--- config.mk ---
export PLATFORM = sky130hd
export DESIGN_NAME = source_text_tokenizer_unit
export DESIGN_NICKNAME = d
export VERILOG_FILES = /design/src/rtl/core/stt_pkg.sv /design/src/rtl/core/stt_fifo.sv /design/src/rtl/core/stt_scan.sv /design/src/rtl/core/source_text_tokenizer_unit.sv
export SDC_FILE = /design/constraint.sdc
export NUM_CORES = 2
export LEC_CHECK = 0
export ABC_AREA = 1
export BUFFER_PORTS_ARGS = -buffer_cell sky130_fd_sc_hd__buf_2
export CORE_AREA = 2 2 464 466
export CTS_CLUSTER_DIAMETER = 120
export CTS_CLUSTER_SIZE = 16
export DETAILED_ROUTE_END_ITERATION = 7
export DIE_AREA = 0 0 466 468
export PLACE_DENSITY = 0.5
export SLEW_MARGIN = 10
export SYNTH_ARGS = -nofsm -noshare
export SYNTH_HDL_FRONTEND = slang
export SYNTH_HIERARCHICAL = 1
export SYNTH_SLANG_ARGS = --single-unit
--- constraint.sdc ---
create_clock -name clk_i -period 11.7 [get_ports clk_i]
set_input_delay 1.17 -clock clk_i [delete_from_list [all_inputs] [get_ports clk_i]]
set_output_delay 1.17 -clock clk_i [all_outputs]
set_load 0.02 [all_outputs]
--- src/rtl/core/stt_pkg.sv ---
// stt_pkg: shared types and constants for the source text tokenizer
// no dependencies
`default_nettype none
package stt_pkg;
  typedef enum logic [5:0] {
    K_KW_VAL = 6'd0, K_KW_VAR, K_KW_FN, K_KW_RETURN, K_KW_IF, K_KW_ELSE, K_KW_WHILE,
    K_KW_FOR, K_KW_IN, K_KW_TRUE, K_KW_FALSE, K_KW_PRINTLN, K_KW_INT, K_KW_FLOAT,
    K_KW_BOOL, K_KW_STRING,
    K_PLUS = 6'd16, K_MINUS, K_STAR, K_SLASH, K_PERCENT, K_ASSIGN, K_EQ, K_NE, K_LT,
    K_GT, K_LE, K_GE, K_AND, K_OR, K_NOT, K_ARROW, K_RANGE, K_LPAREN, K_RPAREN,
    K_LBRACE, K_RBRACE, K_LBRACK, K_RBRACK, K_COLON, K_COMMA,
    K_INT = 6'd41, K_FLOAT, K_STR, K_IDENT, K_EOF, K_ERROR
  } kind_e;

  typedef enum logic [2:0] {
    E_NONE = 3'd0, E_AMP = 3'd1, E_BAR = 3'd2, E_DOT = 3'd3, E_UNKNOWN = 3'd4,
    E_STR_NL = 3'd5, E_STR_END = 3'd6, E_COM_END = 3'd7
  } err_e;

  typedef enum logic [3:0] {
    M_IDLE, M_OP, M_SLASH, M_IDENT, M_NUM, M_NUM_DOT, M_FLOAT, M_STR,
    M_LCOM, M_BCOM, M_BCOM_STAR
  } mode_e;

  typedef struct packed {
    logic [7:0] ch;
    logic       is_end;
  } in_item_t;

  typedef struct packed {
    logic [5:0]  token_kind;
    logic [15:0] start_line;
    logic [15:0] start_col;
    logic [31:0] start_offset;
    logic [15:0] lexeme_len;
    logic [2:0]  error_code;
    logic [7:0]  bad_char;
    logic        error_flag;
    logic        last;
  } out_item_t;

  function automatic logic is_alpha(input logic [7:0] c);
    logic [7:0] l;
    l = c | 8'h20;
    return (l >= "a" && l <= "z") || c == "_";
  endfunction

  function automatic logic is_digit(input logic [7:0] c);
    return c >= "0" && c <= "9";
  endfunction

  // keyword lookup on a right-aligned window of up to seven bytes
  function automatic logic [5:0] word_kind(input logic [55:0] w, input logic [3:0] n);
    logic [5:0] k;
    k = K_IDENT;
    case (n)
      4'd2: begin
        if (w[15:0] == "fn") k = K_KW_FN;
        else if (w[15:0] == "if") k = K_KW_IF;
        else if (w[15:0] == "in") k = K_KW_IN;
      end
      4'd3: begin
        if (w[23:0] == "val") k = K_KW_VAL;
        else if (w[23:0] == "var") k = K_KW_VAR;
        else if (w[23:0] == "for") k = K_KW_FOR;
        else if (w[23:0] == "int") k = K_KW_INT;
      end
      4'd4: begin
        if (w[31:0] == "else") k = K_KW_ELSE;
        else if (w[31:0] == "true") k = K_KW_TRUE;
        else if (w[31:0] == "bool") k = K_KW_BOOL;
      end
      4'd5: begin
        if (w[39:0] == "while") k = K_KW_WHILE;
        else if (w[39:0] == "false") k = K_KW_FALSE;
        else if (w[39:0] == "float") k = K_KW_FLOAT;
      end
      4'd6: begin
        if (w[47:0] == "return") k = K_KW_RETURN;
        else if (w[47:0] == "string") k = K_KW_STRING;
      end
      4'd7: begin
        if (w[55:0] == "println") k = K_KW_PRINTLN;
      end
      default: k = K_IDENT;
    endcase
    return k;
  endfunction
endpackage
`default_nettype wire

--- src/rtl/core/stt_fifo.sv ---
// stt_fifo: small synchronous queue of result items
// depends on stt_pkg
`default_nettype none
module stt_fifo #(
  parameter int unsigned Depth = 8
) (
  input  logic                clk_i,
  input  logic                rst_ni,
  input  logic                wr_i,
  input  stt_pkg::out_item_t  wdata_i,
  input  logic                rd_i,
  output stt_pkg::out_item_t  rdata_o,
  output logic                empty_o,
  output logic [$clog2(Depth+1)-1:0] count_o
);
  import stt_pkg::*;
  localparam int unsigned AW = $clog2(Depth);
  out_item_t mem_q [Depth];
  logic [AW-1:0] wp_q, rp_q;
  logic [$clog2(Depth+1)-1:0] cnt_q;

  assign empty_o = (cnt_q == '0);
  assign rdata_o = mem_q[rp_q];
  assign count_o = cnt_q;

  always_ff @(posedge clk_i) begin
    if (wr_i) mem_q[wp_q] <= wdata_i;
  end

  always_ff @(posedge clk_i or negedge rst_ni) begin
    if (!rst_ni) begin
      wp_q <= '0; rp_q <= '0; cnt_q <= '0;
    end else begin
      if (wr_i) wp_q <= (wp_q == AW'(Depth - 1)) ? '0 : wp_q + 1'b1;
      if (rd_i) rp_q <= (rp_q == AW'(Depth - 1)) ? '0 : rp_q + 1'b1;
      cnt_q <= cnt_q + (wr_i ? 1'b1 : 1'b0) - (rd_i ? 1'b1 : 1'b0);
    end
  end

`ifndef SYNTH
  assert property (@(posedge clk_i) disable iff (!rst_ni) cnt_q <= Depth)
    else $error("queue overflow");
  assert property (@(posedge clk_i) disable iff (!rst_ni) rd_i |-> !empty_o)
    else $error("read from empty queue");
  assert property (@(posedge clk_i) disable iff (!rst_ni) (wr_i && !rd_i) |=> cnt_q != '0)
    else $error("count lost a write");
`endif
endmodule
`default_nettype wire

--- src/rtl/core/stt_scan.sv ---
// stt_scan: the scanner state machine, one byte per cycle, up to three results
// depends on stt_pkg
`default_nettype none
module stt_scan #(
  parameter int unsigned CoordBits  = 16,
  parameter int unsigned OffsetBits = 32,
  parameter int unsigned LenBits    = 16
) (
  input  logic                  clk_i,
  input  logic                  rst_ni,
  input  logic                  valid_i,
  input  stt_pkg::in_item_t     item_i,
  output logic [1:0]            n_o,
  output stt_pkg::out_item_t    res_o [3]
);
  import stt_pkg::*;
  localparam logic [CoordBits-1:0]  CMax = '1;
  localparam logic [OffsetBits-1:0] OMax = '1;
  localparam logic [LenBits-1:0]    LMax = '1;
  // internal markers: byte opened a token or was whitespace, byte matched nothing
  localparam logic [5:0] KOpened  = 6'd62;
  localparam logic [5:0] KNoMatch = 6'd63;

  mode_e mode_q, mode_d;
  logic [7:0] pend_q, pend_d;
  logic [CoordBits-1:0] tline_q, tline_d, tcol_q, tcol_d, cline_q, cline_d, ccol_q, ccol_d;
  logic [CoordBits-1:0] dcol_q, dcol_d;
  logic [OffsetBits-1:0] toff_q, toff_d, coff_q, coff_d, doff_q, doff_d;
  logic [LenBits-1:0] tlen_q, tlen_d;
  logic [55:0] win_q, win_d;
  logic err_q, err_d;

  out_item_t r [3];
  logic [1:0] n;

  function automatic logic [15:0] c16(input logic [CoordBits-1:0] v);
    return 16'(v);
  endfunction

  // combinational emission helpers work on locals declared below
  always_comb begin
    logic [7:0] c;
    logic done, disp;
    logic [5:0] k;
    logic [5:0] pk;
    logic [7:0] pb;
    logic [CoordBits-1:0] pl, pc;
    logic [OffsetBits-1:0] po;
    c = item_i.ch;
    mode_d = mode_q; pend_d = pend_q; tline_d = tline_q; tcol_d = tcol_q;
    cline_d = cline_q; ccol_d = ccol_q; toff_d = toff_q; coff_d = coff_q;
    dcol_d = dcol_q; doff_d = doff_q; tlen_d = tlen_q; win_d = win_q; err_d = err_q;
    n = 2'd0;
    for (int i = 0; i < 3; i++) r[i] = '0;
    done = 1'b0; disp = 1'b0; k = '0;
    pk = '0; pb = '0; pl = '0; pc = '0; po = '0;

    if (valid_i) begin
      if (item_i.is_end) begin
        // flush whatever token is open
        case (mode_q)
          M_OP: begin
            disp = 1'b1; pb = pend_q;
          end
          M_SLASH: begin
            r[0] = '{K_SLASH, c16(tline_q), c16(tcol_q), 32'(toff_q), 16'd1, E_NONE,
                     8'd0, err_d, 1'b0};
            n = 2'd1;
          end
          M_IDENT: begin
            r[0] = '{(tlen_q > LenBits'(7)) ? K_IDENT : word_kind(win_q, 4'(tlen_q)),
                     c16(tline_q), c16(tcol_q), 32'(toff_q), 16'(tlen_q), E_NONE, 8'd0,
                     err_d, 1'b0};
            n = 2'd1;
          end
          M_NUM, M_FLOAT: begin
            r[0] = '{(mode_q == M_NUM) ? K_INT : K_FLOAT, c16(tline_q), c16(tcol_q),
                     32'(toff_q), 16'(tlen_q), E_NONE, 8'd0, err_d, 1'b0};
            n = 2'd1;
          end
          M_NUM_DOT: begin
            err_d = 1'b1;
            r[0] = '{K_INT, c16(tline_q), c16(tcol_q), 32'(toff_q), 16'(tlen_q), E_NONE,
                     8'd0, err_q, 1'b0};
            r[1] = '{K_ERROR, c16(cline_q), c16(dcol_q), 32'(doff_q), 16'd1, E_DOT, ".",
                     1'b1, 1'b0};
            n = 2'd2;
          end
          M_STR: begin
            err_d = 1'b1;
            r[0] = '{K_ERROR, c16(tline_q), c16(tcol_q), 32'(toff_q), 16'd0, E_STR_END,
                     8'd0, 1'b1, 1'b0};
            n = 2'd1;
          end
          M_BCOM, M_BCOM_STAR: begin
            err_d = 1'b1;
            r[0] = '{K_ERROR, c16(tline_q), c16(tcol_q), 32'(toff_q), 16'd0, E_COM_END,
                     8'd0, 1'b1, 1'b0};
            n = 2'd1;
          end
          default: ;
        endcase
        if (disp) begin
          // single operator or stray byte at end
          case (pb)
            "-": pk = K_MINUS;
            "=": pk = K_ASSIGN;
            "!": pk = K_NOT;
            "<": pk = K_LT;
            ">": pk = K_GT;
            default: pk = K_ERROR;
          endcase
          if (pk == K_ERROR) err_d = 1'b1;
          r[0] = '{pk, c16(tline_q), c16(tcol_q), 32'(toff_q), 16'd1,
                   (pk != K_ERROR) ? E_NONE : (pb == "&") ? E_AMP : (pb == "|") ? E_BAR :
                   (pb == ".") ? E_DOT : E_UNKNOWN,
                   (pk == K_ERROR) ? pb : 8'd0, err_d, 1'b0};
          n = 2'd1;
        end
        r[n] = '{K_EOF, c16(cline_q), c16(ccol_q), 32'(coff_q), 16'd0, E_NONE, 8'd0,
                 err_d, 1'b1};
        n = n + 2'd1;
        mode_d = M_IDLE; pend_d = '0;
        tline_d = CoordBits'(1); tcol_d = CoordBits'(1); toff_d = '0;
        cline_d = CoordBits'(1); ccol_d = CoordBits'(1); coff_d = '0;
        tlen_d = '0; win_d = '0; dcol_d = '0; doff_d = '0;
      end else begin
        // stage 1: leave the current mode; disp set when the byte starts afresh
        pl = tline_q; pc = tcol_q; po = toff_q; pb = pend_q;
        case (mode_q)
          M_IDLE: disp = 1'b1;
          M_OP: done = 1'b1;
          M_SLASH: begin
            if (c == "/") mode_d = M_LCOM;
            else if (c == "*") mode_d = M_BCOM;
            else begin
              r[0] = '{K_SLASH, c16(tline_q), c16(tcol_q), 32'(toff_q), 16'd1, E_NONE,
                       8'd0, err_q, 1'b0};
              n = 2'd1; disp = 1'b1;
            end
          end
          M_IDENT: begin
            if (is_alpha(c) || is_digit(c)) begin
              tlen_d = (tlen_q == LMax) ? tlen_q : tlen_q + 1'b1;
              win_d = {win_q[47:0], c};
            end else begin
              r[0] = '{(tlen_q > LenBits'(7)) ? K_IDENT : word_kind(win_q, 4'(tlen_q)),
                       c16(tline_q), c16(tcol_q), 32'(toff_q), 16'(tlen_q), E_NONE, 8'd0,
                       err_q, 1'b0};
              n = 2'd1; disp = 1'b1;
            end
          end
          M_NUM, M_FLOAT: begin
            if (is_digit(c)) begin
              tlen_d = (tlen_q == LMax) ? tlen_q : tlen_q + 1'b1;
              win_d = {win_q[47:0], c};
            end else if (c == "." && mode_q == M_NUM) begin
              dcol_d = ccol_q; doff_d = coff_q; mode_d = M_NUM_DOT;
            end else begin
              r[0] = '{(mode_q == M_NUM) ? K_INT : K_FLOAT, c16(tline_q), c16(tcol_q),
                       32'(toff_q), 16'(tlen_q), E_NONE, 8'd0, err_q, 1'b0};
              n = 2'd1; disp = 1'b1;
            end
          end
          M_NUM_DOT: begin
            if (is_digit(c)) begin
              tlen_d = (tlen_q == LMax) ? tlen_q :
                       (tlen_q == LMax - 1'b1) ? LMax : tlen_q + LenBits'(2);
              win_d = {win_q[39:0], 8'h2e, c};
              mode_d = M_FLOAT;
            end else begin
              r[0] = '{K_INT, c16(tline_q), c16(tcol_q), 32'(toff_q), 16'(tlen_q), E_NONE,
                       8'd0, err_q, 1'b0};
              n = 2'd1;
              pb = "."; pl = cline_q; pc = dcol_q; po = doff_q;
              tline_d = cline_q; tcol_d = dcol_q; toff_d = doff_q;
              done = 1'b1;
            end
          end
          M_STR: begin
            if (c == "\"") begin
              r[0] = '{K_STR, c16(tline_q), c16(tcol_q),
                       32'((toff_q == OMax) ? toff_q : toff_q + 1'b1), 16'(tlen_q), E_NONE,
                       8'd0, err_q, 1'b0};
              n = 2'd1; mode_d = M_IDLE;
            end else if (c == 8'h0a) begin
              err_d = 1'b1;
              r[0] = '{K_ERROR, c16(cline_q), c16(ccol_q), 32'(coff_q), 16'd0, E_STR_NL,
                       8'd0, 1'b1, 1'b0};
              n = 2'd1; mode_d = M_IDLE;
            end else begin
              tlen_d = (tlen_q == LMax) ? tlen_q : tlen_q + 1'b1;
            end
          end
          M_LCOM: if (c == 8'h0a) mode_d = M_IDLE;
          M_BCOM: if (c == "*") mode_d = M_BCOM_STAR;
          M_BCOM_STAR: begin
            if (c == "/") mode_d = M_IDLE;
            else if (c != "*") mode_d = M_BCOM;
          end
          default: disp = 1'b1;
        endcase
        // stage 2: pending operator meets this byte
        if (done) begin
          k = KNoMatch;
          if (pb == "-" && c == ">") k = K_ARROW;
          else if (c == "=" && pb == "=") k = K_EQ;
          else if (c == "=" && pb == "!") k = K_NE;
          else if (c == "=" && pb == "<") k = K_LE;
          else if (c == "=" && pb == ">") k = K_GE;
          else if (pb == "&" && c == "&") k = K_AND;
          else if (pb == "|" && c == "|") k = K_OR;
          else if (pb == "." && c == ".") k = K_RANGE;
          if (k != KNoMatch) begin
            r[n] = '{k, c16(pl), c16(pc), 32'(po), 16'd2, E_NONE, 8'd0, err_d, 1'b0};
            n = n + 2'd1; mode_d = M_IDLE;
          end else begin
            case (pb)
              "-": pk = K_MINUS;
              "=": pk = K_ASSIGN;
              "!": pk = K_NOT;
              "<": pk = K_LT;
              ">": pk = K_GT;
              default: pk = K_ERROR;
            endcase
            if (pk == K_ERROR) err_d = 1'b1;
            r[n] = '{pk, c16(pl), c16(pc), 32'(po), 16'd1,
                     (pk != K_ERROR) ? E_NONE : (pb == "&") ? E_AMP : (pb == "|") ? E_BAR :
                     (pb == ".") ? E_DOT : E_UNKNOWN,
                     (pk == K_ERROR) ? pb : 8'd0, err_d, 1'b0};
            n = n + 2'd1; disp = 1'b1;
          end
        end
        // stage 3: dispatch of a fresh byte
        if (disp) begin
          mode_d = M_IDLE;
          k = KNoMatch;
          if (c == " " || c == 8'h09 || c == 8'h0d || c == 8'h0a) begin
            k = KOpened;
          end else if (c == "/" || is_alpha(c) || is_digit(c) || c == "\"") begin
            k = KOpened;
            tline_d = cline_q; tcol_d = ccol_q; toff_d = coff_q;
            tlen_d = (c == "/" || c == "\"") ? '0 : LenBits'(1);
            win_d = (c == "/" || c == "\"") ? '0 : {48'd0, c};
            mode_d = (c == "/") ? M_SLASH : (c == "\"") ? M_STR :
                     is_digit(c) ? M_NUM : M_IDENT;
          end else begin
            case (c)
              "+": k = K_PLUS;
              "*": k = K_STAR;
              "%": k = K_PERCENT;
              "(": k = K_LPAREN;
              ")": k = K_RPAREN;
              "{": k = K_LBRACE;
              "}": k = K_RBRACE;
              "[": k = K_LBRACK;
              "]": k = K_RBRACK;
              ":": k = K_COLON;
              ",": k = K_COMMA;
              "-", "=", "!", "<", ">", "&", "|", ".": begin
                k = KOpened;
                tline_d = cline_q; tcol_d = ccol_q; toff_d = coff_q;
                tlen_d = '0; win_d = '0; mode_d = M_OP; pend_d = c;
              end
              default: k = KNoMatch;
            endcase
          end
          if (k != KOpened) begin
            if (k == KNoMatch) err_d = 1'b1;
            r[n] = '{(k == KNoMatch) ? K_ERROR : k, c16(cline_q), c16(ccol_q), 32'(coff_q),
                     16'd1, (k == KNoMatch) ? E_UNKNOWN : E_NONE,
                     (k == KNoMatch) ? c : 8'd0, err_d, 1'b0};
            n = n + 2'd1;
          end
        end
        if (c == 8'h0a) begin
          cline_d = (cline_q == CMax) ? cline_q : cline_q + 1'b1;
          ccol_d = CoordBits'(1);
        end else begin
          ccol_d = (ccol_q == CMax) ? ccol_q : ccol_q + 1'b1;
        end
        coff_d = (coff_q == OMax) ? coff_q : coff_q + 1'b1;
        if (n != 2'd0) r[n - 2'd1].last = 1'b1;
      end
    end
  end

  assign n_o = n;
  assign res_o = r;

  always_ff @(posedge clk_i or negedge rst_ni) begin
    if (!rst_ni) begin
      mode_q <= M_IDLE; pend_q <= '0; err_q <= 1'b0;
      tline_q <= CoordBits'(1); tcol_q <= CoordBits'(1); toff_q <= '0;
      cline_q <= CoordBits'(1); ccol_q <= CoordBits'(1); coff_q <= '0;
      tlen_q <= '0; win_q <= '0; dcol_q <= '0; doff_q <= '0;
    end else begin
      mode_q <= mode_d; pend_q <= pend_d; err_q <= err_d;
      tline_q <= tline_d; tcol_q <= tcol_d; toff_q <= toff_d;
      cline_q <= cline_d; ccol_q <= ccol_d; coff_q <= coff_d;
      tlen_q <= tlen_d; win_q <= win_d; dcol_q <= dcol_d; doff_q <= doff_d;
    end
  end

`ifndef SYNTH
  assert property (@(posedge clk_i) disable iff (!rst_ni) $past(err_q) |-> err_q)
    else $error("sticky error flag dropped");
  assert property (@(posedge clk_i) disable iff (!rst_ni) cline_q != '0 && ccol_q != '0)
    else $error("line or column reached zero");
  assert property (@(posedge clk_i) disable iff (!rst_ni)
    (valid_i && item_i.is_end) |=> (mode_q == M_IDLE && coff_q == '0))
    else $error("end marker did not restart scan");
`endif
endmodule
`default_nettype wire

--- src/rtl/core/source_text_tokenizer_unit.sv ---
// source_text_tokenizer_unit: top level, scanner front end and result queue back end
// depends on stt_pkg, stt_scan, stt_fifo
//
// channel  | direction | handshake   | payload
// input    | in        | push, full  | in_item_i   (ch, is_end)
// result   | out       | pop, empty  | out_item_o  (token and error fields)
//
// a byte is taken at any edge with push high and full low; it yields zero to three results
// those results land in a three-entry staging row that moves one per cycle into an
//   eight-entry queue, drained one per cycle by pop
// full is high while the row still holds two or more results, or while row and queue
//   together hold more than five; so a byte with two or three results holds the input
//   until one result is left in the row, and bytes with at most one result go back to back
// a byte's results pass through the staging row register into the queue before a pop
// reset clears scan state, counters, the sticky error flag and the queue
`default_nettype none
module source_text_tokenizer_unit #(
  parameter int unsigned COORD_BITS  = 16,
  parameter int unsigned OFFSET_BITS = 32,
  parameter int unsigned LEN_BITS    = 16
) (
  input  logic                clk_i,
  input  logic                rst_ni,
  input  logic                push,
  output logic                full,
  input  stt_pkg::in_item_t   in_item_i,
  output logic                empty,
  input  logic                pop,
  output stt_pkg::out_item_t  out_item_o
);
  import stt_pkg::*;
  localparam int unsigned QDepth = 8;
  localparam int unsigned CW = $clog2(QDepth + 1);

  logic [1:0] n;
  out_item_t res [3];
  out_item_t q_wdata;
  logic [CW-1:0] cnt;
  logic acc;

  // the scanner makes up to three results per byte; a staging row holds them and feeds
  // the queue one result per cycle
  out_item_t   stage_q [3];
  logic [1:0]  stage_n_q, stage_rd_q;
  logic [1:0]  stage_n_d, stage_rd_d;
  logic        q_wr, q_rd;
  logic [CW-1:0] pend_cnt;

  assign acc = push && !full;

  stt_scan #(
    .CoordBits(COORD_BITS), .OffsetBits(OFFSET_BITS), .LenBits(LEN_BITS)
  ) u_scan (
    .clk_i, .rst_ni, .valid_i(acc), .item_i(in_item_i), .n_o(n), .res_o(res)
  );

  // staging row: holds one byte's results, drained one per cycle into the queue
  always_comb begin
    stage_n_d = stage_n_q;
    stage_rd_d = stage_rd_q;
    q_wr = (stage_rd_q != stage_n_q);
    q_wdata = stage_q[stage_rd_q];
    if (q_wr) stage_rd_d = stage_rd_q + 1'b1;
    if (acc) begin
      stage_n_d = n;
      stage_rd_d = '0;
    end
  end

  always_ff @(posedge clk_i) begin
    if (acc) stage_q <= res;
  end

  always_ff @(posedge clk_i or negedge rst_ni) begin
    if (!rst_ni) begin
      stage_n_q <= '0; stage_rd_q <= '0;
    end else begin
      stage_n_q <= stage_n_d; stage_rd_q <= stage_rd_d;
    end
  end

  // a new byte may enter only when the staging row is empty or drains this cycle and room remains
  assign pend_cnt = cnt + CW'(stage_n_q - stage_rd_q);
  assign full = ((stage_n_q - stage_rd_q) > 2'd1) || (pend_cnt > CW'(QDepth - 3));
  assign q_rd = pop && !empty;

  stt_fifo #(.Depth(QDepth)) u_fifo (
    .clk_i, .rst_ni, .wr_i(q_wr), .wdata_i(q_wdata), .rd_i(q_rd),
    .rdata_o(out_item_o), .empty_o(empty), .count_o(cnt)
  );

`ifndef SYNTH
  assert property (@(posedge clk_i) disable iff (!rst_ni)
    acc |-> (stage_n_q - stage_rd_q) <= 2'd1)
    else $error("byte accepted over undrained results");
  assert property (@(posedge clk_i) disable iff (!rst_ni) acc && n == 2'd0 |=> stage_n_q == '0)
    else $error("staging count wrong");
  assert property (@(posedge clk_i) disable iff (!rst_ni) cnt <= QDepth)
    else $error("queue count out of range");
`endif
endmodule
`default_nettype wire
==> flow_metrics.py <==
metrics = {
    "timing": {
        "worstMarginPinSlew_ps": 1342,
        "setup_viol": 0,
        "slew_viol_final": 0,
        "hold_ws_ps": 389.4,
        "clock.fmax_mhz": 146.0,
        "fin_crit_ps": 6849,
        "relSlewSlack_pct": 9.950,
        "rsz0062_at_grt": "false",
        "fin_worst_skew_ps": 43.68,
        "fin_tns_setup_ps": 0,
        "finalCritPeriodShare_pct": 58.54,
        "layout_setup_ws_ps": 4851,
        "hold_viol": 0,
    },
    "synthesis": {
        "yosysUniqueCellTypes": 63,
        "syn_inst": 9073,
        "synth_largest_area_cell": "edfxtp_1",
        "seq_area_frac_synth_pct": 53.30,
        "synth_commonest_cells": "nand2_1, inv_1, edfxtp_1, nand3_1, nor2_1",
        "ys_ff_latch": 1364,
        "synth_ff_type": "edfxtp_1",
        "synth_top_area_share_pct": 44.03,
        "synth.area.top_cells": "edfxtp_1, nand2_1, dfrtp_1",
        "yosysWarningCount": 6,
        "yosysMostFrequentCell": "nand2_1",
        "syn_avg_cell_area_um2": 8.186,
        "synth_edf_count": 1089,
        "async_flop_share_pct": 20.16,
        "synth_area_um2": 74270,
    },
    "clock_network": {
        "cts_hold_buf": 0,
        "post_cts_buffers": 0,
        "cts.path.max_buffers": 3,
        "post_cts_resized": 0,
        "h-tree-depth": 3,
        "cts_buffers": 96,
        "clkTransAtPathRegs_ps": 80,
        "clk_latency_ps": 770,
        "root_buffer": "clkbuf_16",
        "cts_tree": "done",
        "cts.sinks": 1364,
    },
    "placement": {
        "io_buffer_count": 113,
        "pre_cts_slack_ps": 4454,
        "gp_congestion": 0.9366,
        "dp.cells": 11583,
        "dp_hpwl_mm": 153.2,
    },
    "routing": {
        "dr.max_layer_used": "met5",
        "wl_per_cell_um": 21.56,
        "drtIter0Drc": 6213,
        "route.met3.wl_mm": 15.84,
        "met1_length_mm": 115.8,
        "wl_met2_mm": 115.3,
        "drt_wl_total_mm": 253.4,
        "drc_errors": 0,
        "antenna_left": 0,
        "viasPerCell": 5.306,
        "drt_pass1_iterations": 7,
        "vias": 62362,
    },
    "worst_hold_path": {
        "hp-class": "in -> async",
    },
    "final_layout": {
        "area_growth_pct": 7.255,
        "nets": 8888,
        "fin_util_pct": 37.34,
        "drive_gt1_share_pct": 4.679,
        "instances_no_fill": 11753,
    },
    "die": {
        "fp.dieW_um": 466,
        "rows": 170,
        "io_pins": 114,
        "die_y_um": 468,
        "fp.coreArea_um2": 213300,
        "die-area_um2": 218100,
        "initial_core_util_pct": 34.81,
    },
    "status": {
        "status": "complete, no violations",
    },
    "worst_setup_path": {
        "crit_type": "reg -> reg",
        "crit_required_ps": 12350,
        "worstPathArrival_ps": 7500,
        "startpoint_type": "flop",
        "cpMostUsedCell": "nand2_1",
        "critPathMaxFanout": 56,
        "slowest_stage": "dfrtp_4",
        "end_kind": "flop",
        "path_cells": "clkinv_2 > fa_1 > fa_1 > nand3_1 > nand2_1 > inv_1 > nand3_2 > inv_8 > buf_4 > nand2_1 > nor2_1 > nand3_1 > nor3_1 > nand2_1 > nor3_1 > nand2_1 > a211oi_1",
        "cpPeakStageDelay_ps": 960,
        "crit_buf_inv": 4,
        "cpLargestDelayFamily": "simple AND/OR/NAND/NOR gates",
        "timing.rr.start": "stage_rd_q[1]",
        "startpoint": "stage_rd_q[1]",
    },
    "global_route": {
        "grt_pass1_wl_mm": 381.1,
        "globalRouteTotalUtil_pct": 22.68,
        "grt_max_degree": 171,
        "grt_overflow_total": 0,
        "antenna_found_initial": 13,
        "grt_pass1_vias": 59083,
    },
    "power_and_ir_drop": {
        "power.density_nw_per_um2": 313.2,
        "leakage_uw": 0.03392,
        "peakVddDrop_mv": 0.2581,
    },
    "flow_run": {
        "cap_violations": 0,
    },
}
==> area by class of cell <==
class                   count  area, um^2
clock inverters             7       110.1
clock buffers             161        2700
flip-flops and latches   1364       39610
diodes                      2       5.005
multi-input cells        5888       27390
repair buffers            219        1484
fillers                 21837      133700
inverters                1274        4820
well taps                2838        3551
==> cell families (layout without fill, tap and decap cells) <==
family | after synthesis | after routing | synth area share [%]
AOI/OAI and AO/OA | 1513 | 1513 | 11.53
xor gates and xnor gates | 63 | 63 | 0.7429
adders and majority gates | 32 | 32 | 0.5694
buffers and inverters | 1851 | 1661 | 10.18
DFF | 1364 | 1364 | 53.30
other | 1 | 33 | 0.005049
and+or+nand+nor | 4249 | 4249 | 23.68
==> where the power goes <==
part | switching [uW] | leakage [uW] | internal, uW
logic | 9600 | 0.0188 | 2900
clock network | 1760 | 0.00134 | 1590
registers | 867 | 0.0138 | 8250
total | 12200 | 0.0339 | 12700
==> state kept, by name, summed over array words and instances, names as in the netlist <==
signal          cells
u_fifo/mem_q      792
stage_q           297
u_scan/win_q       56
u_scan/coff_q      32
u_scan/doff_q      32
u_scan/toff_q      32
u_scan/ccol_q      16
u_scan/cline_q     16
u_scan/dcol_q      16
u_scan/tcol_q      16
u_scan/tlen_q      16
u_scan/tline_q     16
u_scan/pend_q       8
u_fifo/count_o      4
u_scan/mode_q       4
u_fifo/rp_q         3
u_fifo/wp_q         3
stage_n_q           2
stage_rd_q          2
u_scan/err_q        1
==> worst register-to-register path: stages (launching register included) <==
cell	delay (ps)
dfrtp_4	960
clkinv_2	930
fa_1	930
fa_1	440
nand3_1	90
nand2_1	50
inv_1	110
nand3_2	190
inv_8	350
buf_4	550
nand2_1	480
nor2_1	490
nand3_1	250
nor3_1	290
nand2_1	160
nor3_1	210
nand2_1	90
a211oi_1	200
==> worst paths after layout <==
kind                                       to  slack (ps)  cells past startpoint
max                        u_scan/cline_q[11]        4850                     17
min                         u_scan/doff_q[18]         390                      1
max reg2reg                u_scan/cline_q[11]        4850                     17
min reg2reg                      stage_n_q[0]         500                      2
max in group asynchronous   u_scan/tcol_q[15]        9380                      3
min in group clk_i               stage_n_q[0]         500                      2
==> per-stage QoR <==
| stage | total power, uW | cell area [um^2] |
|---|---|---|
| after floorplan | 16780 | 74390 |
| after global placement | 21530 | 76850 |
| after detailed placement | 21680 | 76850 |
| after CTS | 25050 | 79660 |
| after global routing | 26680 | 79660 |
| final | 24950 | 79660 |
==> per-layer routing <==
metal	GRT usage (%)	vias up
li1	-	29413
met2	36.48	2226
met5	0	-
met3	2.676	390
met4	6.139	12
met1	32.21	30321
==> cell usage in the layout, fill, tap and decap left out, types with 25 or more instances in the layout <==
cell type,Yosys,final
nor4_1,29,29
clkbuf_16,0,98
inv_1,1239,1235
clkbuf_1,294,61
o211ai_1,30,30
a221oi_1,30,30
edfxtp_1,1089,1089
o221ai_1,102,102
o31ai_1,25,25
conb_1,1,31
o21ai_1,113,115
nor2_1,784,773
nand3_1,825,825
buf_2,151,112
buf_4,57,97
ha_1,29,26
xor2_1,62,62
nor3_1,110,109
a31oi_1,30,30
nand4_1,58,58
dfrtp_1,271,266
o22ai_1,130,130
o21ai_0,742,739
a21oi_1,265,264
nand2_1,2391,2389
(Power assumes the default switching activity.)
